`src/hdl/ldb_pkg.sv`:
```
`default_nettype none
package ldb_pkg;

	localparam int OUT_FRAC_BITS = 14;
	localparam int CW = 16;
	localparam int DW = 32;
	localparam int VW = 33;
	localparam int MW = VW;
	localparam int NW = 30;
	localparam int SW = 2 * NW + 2;
	localparam int RTW = NW + 1;
	localparam int QW = OUT_FRAC_BITS + 2;
	localparam int PW = 6;

	localparam logic [CW-1:0] ONE_FX = CW'(1 << OUT_FRAC_BITS);
	localparam logic [16:0] MIN_LENGTH_RST = 17'd655;
	localparam logic [14:0] PARALLEL_LIMIT_RST = 15'd16368;

	typedef enum logic [7:0] {
		REG_MIN_LENGTH     = 8'd0,
		REG_PARALLEL_LIMIT = 8'd1
	} ldb_reg_t;

	typedef struct packed {
		logic [2:0][CW-1:0] right;
		logic [2:0][CW-1:0] front;
		logic               dflt;
		logic               alt;
	} ldb_side_t;

endpackage
`default_nettype wire

```
`src/hdl/ldb_cross.sv`:
```
`default_nettype none
module ldb_cross (
	input  logic                          clk,
	input  logic                          arst_n,
	input  logic                          en,
	input  logic                          in_v,
	input  logic signed [ldb_pkg::CW-1:0] in_r [3],
	input  ldb_pkg::ldb_side_t            in_side,
	output logic                          out_v,
	output logic signed [ldb_pkg::VW-1:0] out_a [3],
	output ldb_pkg::ldb_side_t            out_side
);
	import ldb_pkg::*;

	logic                     v_s1;
	logic signed [2*CW-1:0]   p_s1 [6];
	ldb_side_t                side_s1;
	ldb_side_t                side_c;
	logic signed [CW-1:0]     f [3];

	always_comb begin
		side_c = in_side;
		for (int i = 0; i < 3; i++) begin
			f[i] = $signed(in_side.front[i]);
			side_c.right[i] = in_r[i];
		end
	end

	always_ff @(posedge clk or negedge arst_n) begin
		if (!arst_n) begin
			v_s1 <= 1'b0;
			out_v <= 1'b0;
		end else if (en) begin
			v_s1 <= in_v;
			out_v <= v_s1;
		end
	end

	always_ff @(posedge clk) begin
		if (en) begin
			p_s1[0] <= in_r[1] * f[2];
			p_s1[1] <= in_r[2] * f[1];
			p_s1[2] <= in_r[2] * f[0];
			p_s1[3] <= in_r[0] * f[2];
			p_s1[4] <= in_r[0] * f[1];
			p_s1[5] <= in_r[1] * f[0];
			side_s1 <= side_c;
			out_a[0] <= VW'(p_s1[0]) - VW'(p_s1[1]);
			out_a[1] <= VW'(p_s1[2]) - VW'(p_s1[3]);
			out_a[2] <= VW'(p_s1[4]) - VW'(p_s1[5]);
			out_side <= side_s1;
		end
	end

endmodule
`default_nettype wire

```
`config.mk`:
```
export PLATFORM = sky130hd
export DESIGN_NAME = ldb_cross
export DESIGN_NICKNAME = d
export VERILOG_FILES = /design/src/hdl/ldb_pkg.sv /design/src/hdl/ldb_cross.sv
export SDC_FILE = /design/constraint.sdc
export NUM_CORES = 2
export LEC_CHECK = 0
export ABC_AREA = 0
export BUFFER_PORTS_ARGS = -buffer_cell sky130_fd_sc_hd__buf_2
export CORE_MARGIN = 3
export CORE_UTILIZATION = 25
export CTS_CLUSTER_DIAMETER = 150
export DETAILED_ROUTE_END_ITERATION = 12
export GPL_ROUTABILITY_DRIVEN = 1
export GPL_TIMING_DRIVEN = 0
export SETUP_SLACK_MARGIN = 0.05
export SYNTH_ARGS = -nofsm -noshare
export SYNTH_HDL_FRONTEND = slang
export SYNTH_SLANG_ARGS = --single-unit
```
`constraint.sdc`:
```
create_clock -name clk -period 4.4 [get_ports clk]
set_input_delay 0.22 -clock clk [delete_from_list [all_inputs] [get_ports clk]]
set_output_delay 0.22 -clock clk [all_outputs]
set_load 0.02 [all_outputs]
```
==> flow_summary.json <==
{
  "status": "finished with violations",
  "violations": "negative setup slack",
  "clock-root-buffer": "clkbuf_16",
  "h-tree-depth": 3,
  "r2r-end": "out_a[62]",
  "num-fill-cells": 31400,
  "cts_tree": "done",
  "antenna_found_initial": 43,
  "drtPass1Iterations": 8,
  "drt-vias-per-instance": 4.56,
  "synth_top_area_share": 0.404,
  "r2r_start": "p_s1[3][1]",
  "worstHoldPathCells": 3,
  "yosysSeqAreaShare": 0.188,
  "nets": 10900,
  "synth-simple-area-share": 0.125,
  "worstSkewPairLatency_ns": 0.80,
  "place_area_um2": 87300,
  "synth_edf_count": 487,
  "cts_buffers": 72,
  "start_util": 0.252,
  "port-buffer-count": 299,
  "synthAdderAreaFrac": 0.498,
  "fin_cells": 12800,
  "synth_largest_area_cell": "fa_1",
  "synth_xor_area_frac": 0.0323,
  "place_hpwl_um": 225000,
  "cp.required_ns": 4.86,
  "synth-main-ff-cell": "edfxtp_1",
  "drc": 0,
  "first_global_vias": 60700,
  "slew_headroom": 0.164,
  "routed_wl_um": 288000,
  "postSynthAreaPerCell_um2": 10.1,
  "cp.arrival_ns": 6.28,
  "ys_seq_elements": 489,
  "synthesis.area_um2": 78100,
  "core-area_um2": 310000,
  "ff2ff_path_depth": 12,
  "maxSlewViolCount": 0,
  "drive_gt1_frac": 0.220,
  "drt_iter0_markers": 5108,
  "whs_endpoint": "p_s1[0][1]",
  "r2r_setup_slack_ns": 0.40,
  "gr-usage-all-layers": 0.180,
  "worst_pin_slew_ns": 1.24,
  "worstSetupPathType": "in -> reg",
  "place_inst": 12100,
  "die_h_um": 565,
  "wl_per_cell_um": 22.5,
  "yosys.cell_types.count": 74,
  "grt_max_degree": 123,
  "place_congestion": 0.969,
  "ant_nets": 0,
  "start_kind": "primary input",
  "hold_viol": 0,
  "holdCritStartpoint": "in_r[17]",
  "synth_compound_area_frac": 0.0541,
  "synthCells": 7711,
  "ioPinCount": 348,
  "synthToLayoutAreaGrowth_pct": 30.5,
  "clk_pin_slew_worst_paths_ns": 0.06,
  "grt-ovfl-total": 0,
  "synth_most_common_cell": "inv_1",
  "place_ws_ns": -3.47,
  "finalSetupViolCount": 113,
  "async_flop_share": 0.00409,
  "yosys-top-cells-count": "1837 x inv_1, 1575 x fa_1, 800 x nand2_1, 743 x and2_1, 588 x ha_1",
  "vias": 58400,
  "die_area_um2": 319000,
  "final_area_um2": 102000,
  "layout_setup_ws_ns": -1.41,
  "synth.net_count": 10000,
  "path_max_fanout": 7,
  "rsz0062_at_grt": "true",
  "cts_sinks": 489,
  "synthMuxAreaShare": 0.000416,
  "dieWidth_um": 565,
  "fmax_ghz": 0.172,
  "end_kind": "register",
  "min_period_ns": 5.81,
  "synthTopCellsByArea": "fa_1 40%, edfxtp_1 19%, ha_1 9.4%",
  "maxCapViolCount": 0,
  "yosys_warnings": 0,
  "hp-class": "in -> reg",
  "worst_clock_skew_ns": 0.0484,
  "fin_crit_sh": 1.32,
  "num_rows": 204,
  "clock_tree.buffer_depth": 4,
  "grt_first_pass_wirelength_um": 415000,
  "synth_top_family_by_area": "adder cells"
}
-- routing by layer --
layer  GRT usage  routed length [um]  share of wire
met5           0                  86        0.00030
met4      0.0946               18600          0.065
met3      0.0522               31300           0.11
met2       0.270              123000           0.43
met1       0.234              115000           0.40
-- worst max path at each step --
| stage | from | end | cells after the start |
|---|---|---|---|
| 3_5_place_dp | in_side[24] | p_s1[1][30] | 23 |
| 4_1_cts | in_r[15] | p_s1[1][31] | 21 |
| 6_report | in_r[14] | p_s1[1][31] | 24 |
| 2_1_floorplan | in_side[36] | p_s1[0][31] | 21 |
| 5_1_grt | in_r[13] | p_s1[1][31] | 24 |
| 3_3_place_gp | en | v_s1 | 2 |
-- sequential cells by signal, summed over array words and instances (netlist names) --
signal    flops
out_v         1
out_side     98
out_a        99
p_s1        192
v_s1          1
side_s1      98
-- critical path, cell delays in order --
cell,delay (ns)
buf_12,0.13
clkbuf_16,0.19
and2_4,0.16
fa_1,0.48
inv_1,0.05
fa_1,0.47
inv_1,0.05
fa_1,0.47
inv_1,0.05
fa_1,0.54
fa_2,0.46
fa_1,0.52
inv_2,0.05
ha_4,0.22
a21o_1,0.18
a21oi_2,0.17
o21ai_2,0.10
a2bb2oi_2,0.16
o211ai_1,0.19
a31oi_2,0.34
nor2b_2,0.12
o211a_1,0.29
o41ai_4,0.43
xnor2_4,0.20
-- per-stage QoR --
stage / setup TNS, ns / hold WS, ns / util
after floorplan: -86.01 / -0.0756 / -
after global placement: -2803.71 / 0.00625 / 0.281
after detailed placement: -298.02 / 0.00847 / 0.282
after CTS: -67.36 / 0.0312 / 0.323
after global routing: -90.95 / 0.0797 / 0.329
final: -78.36 / 0.101 / 0.329
-- layout by cell type, fill, tap and decap left out, types with 67 or more instances in the layout --
master	count
a21o_1	129
a21oi_1	110
and2_1	639
and2_4	102
buf_2	212
buf_4	335
buf_6	89
clkbuf_16	227
clkbuf_8	67
dlygate4sd3_1	102
edfxtp_1	487
fa_1	1467
fa_2	108
ha_1	493
ha_4	79
inv_1	1741
inv_2	90
nand2_1	760
nor2_1	180
xnor2_1	169
-- cells by family (layout without fill, tap and decap cells) --
kind of cell	after synthesis	after routing
other	0	22
AO/OA/AOI/OAI	657	657
multiplexers	3	3
adder cells (fa/ha/maj)	2163	2163
XOR/XNOR	288	288
flip-flops	489	489
AND/OR/NAND/NOR	1975	1975
buffers and inverters	2136	3088
-- layout make-up --
| class | instances | area, um^2 | share of cell area |
|---|---|---|---|
| antenna | 22 | 55.1 | 0.000540 |
| buffer | 295 | 5350 | 0.0525 |
| clock buffer | 79 | 1870 | 0.0183 |
| clock inverter | 44 | 492 | 0.00482 |
| inverter | 1838 | 6940 | 0.0681 |
| multi-input combinational | 5086 | 59800 | 0.587 |
| sequential | 489 | 14700 | 0.144 |
| tap | 4120 | 5150 | 0.0506 |
| timing repair buffer | 832 | 7590 | 0.0745 |
-- timing repair --
item | in CTS | in global routing
hold endpoints to repair | 162 | 0
endpoints found under the setup margin | 143 | 128
hold buffers | 102 | 0
gates resized for setup | 1362 | 283
buffers inserted | 309 | 119
pin swaps | 328 | 285
cloned | 2 | 4
Power is not shown: default switching activity piles up to over one toggle a cycle in this logic, so the estimate is an artifact.
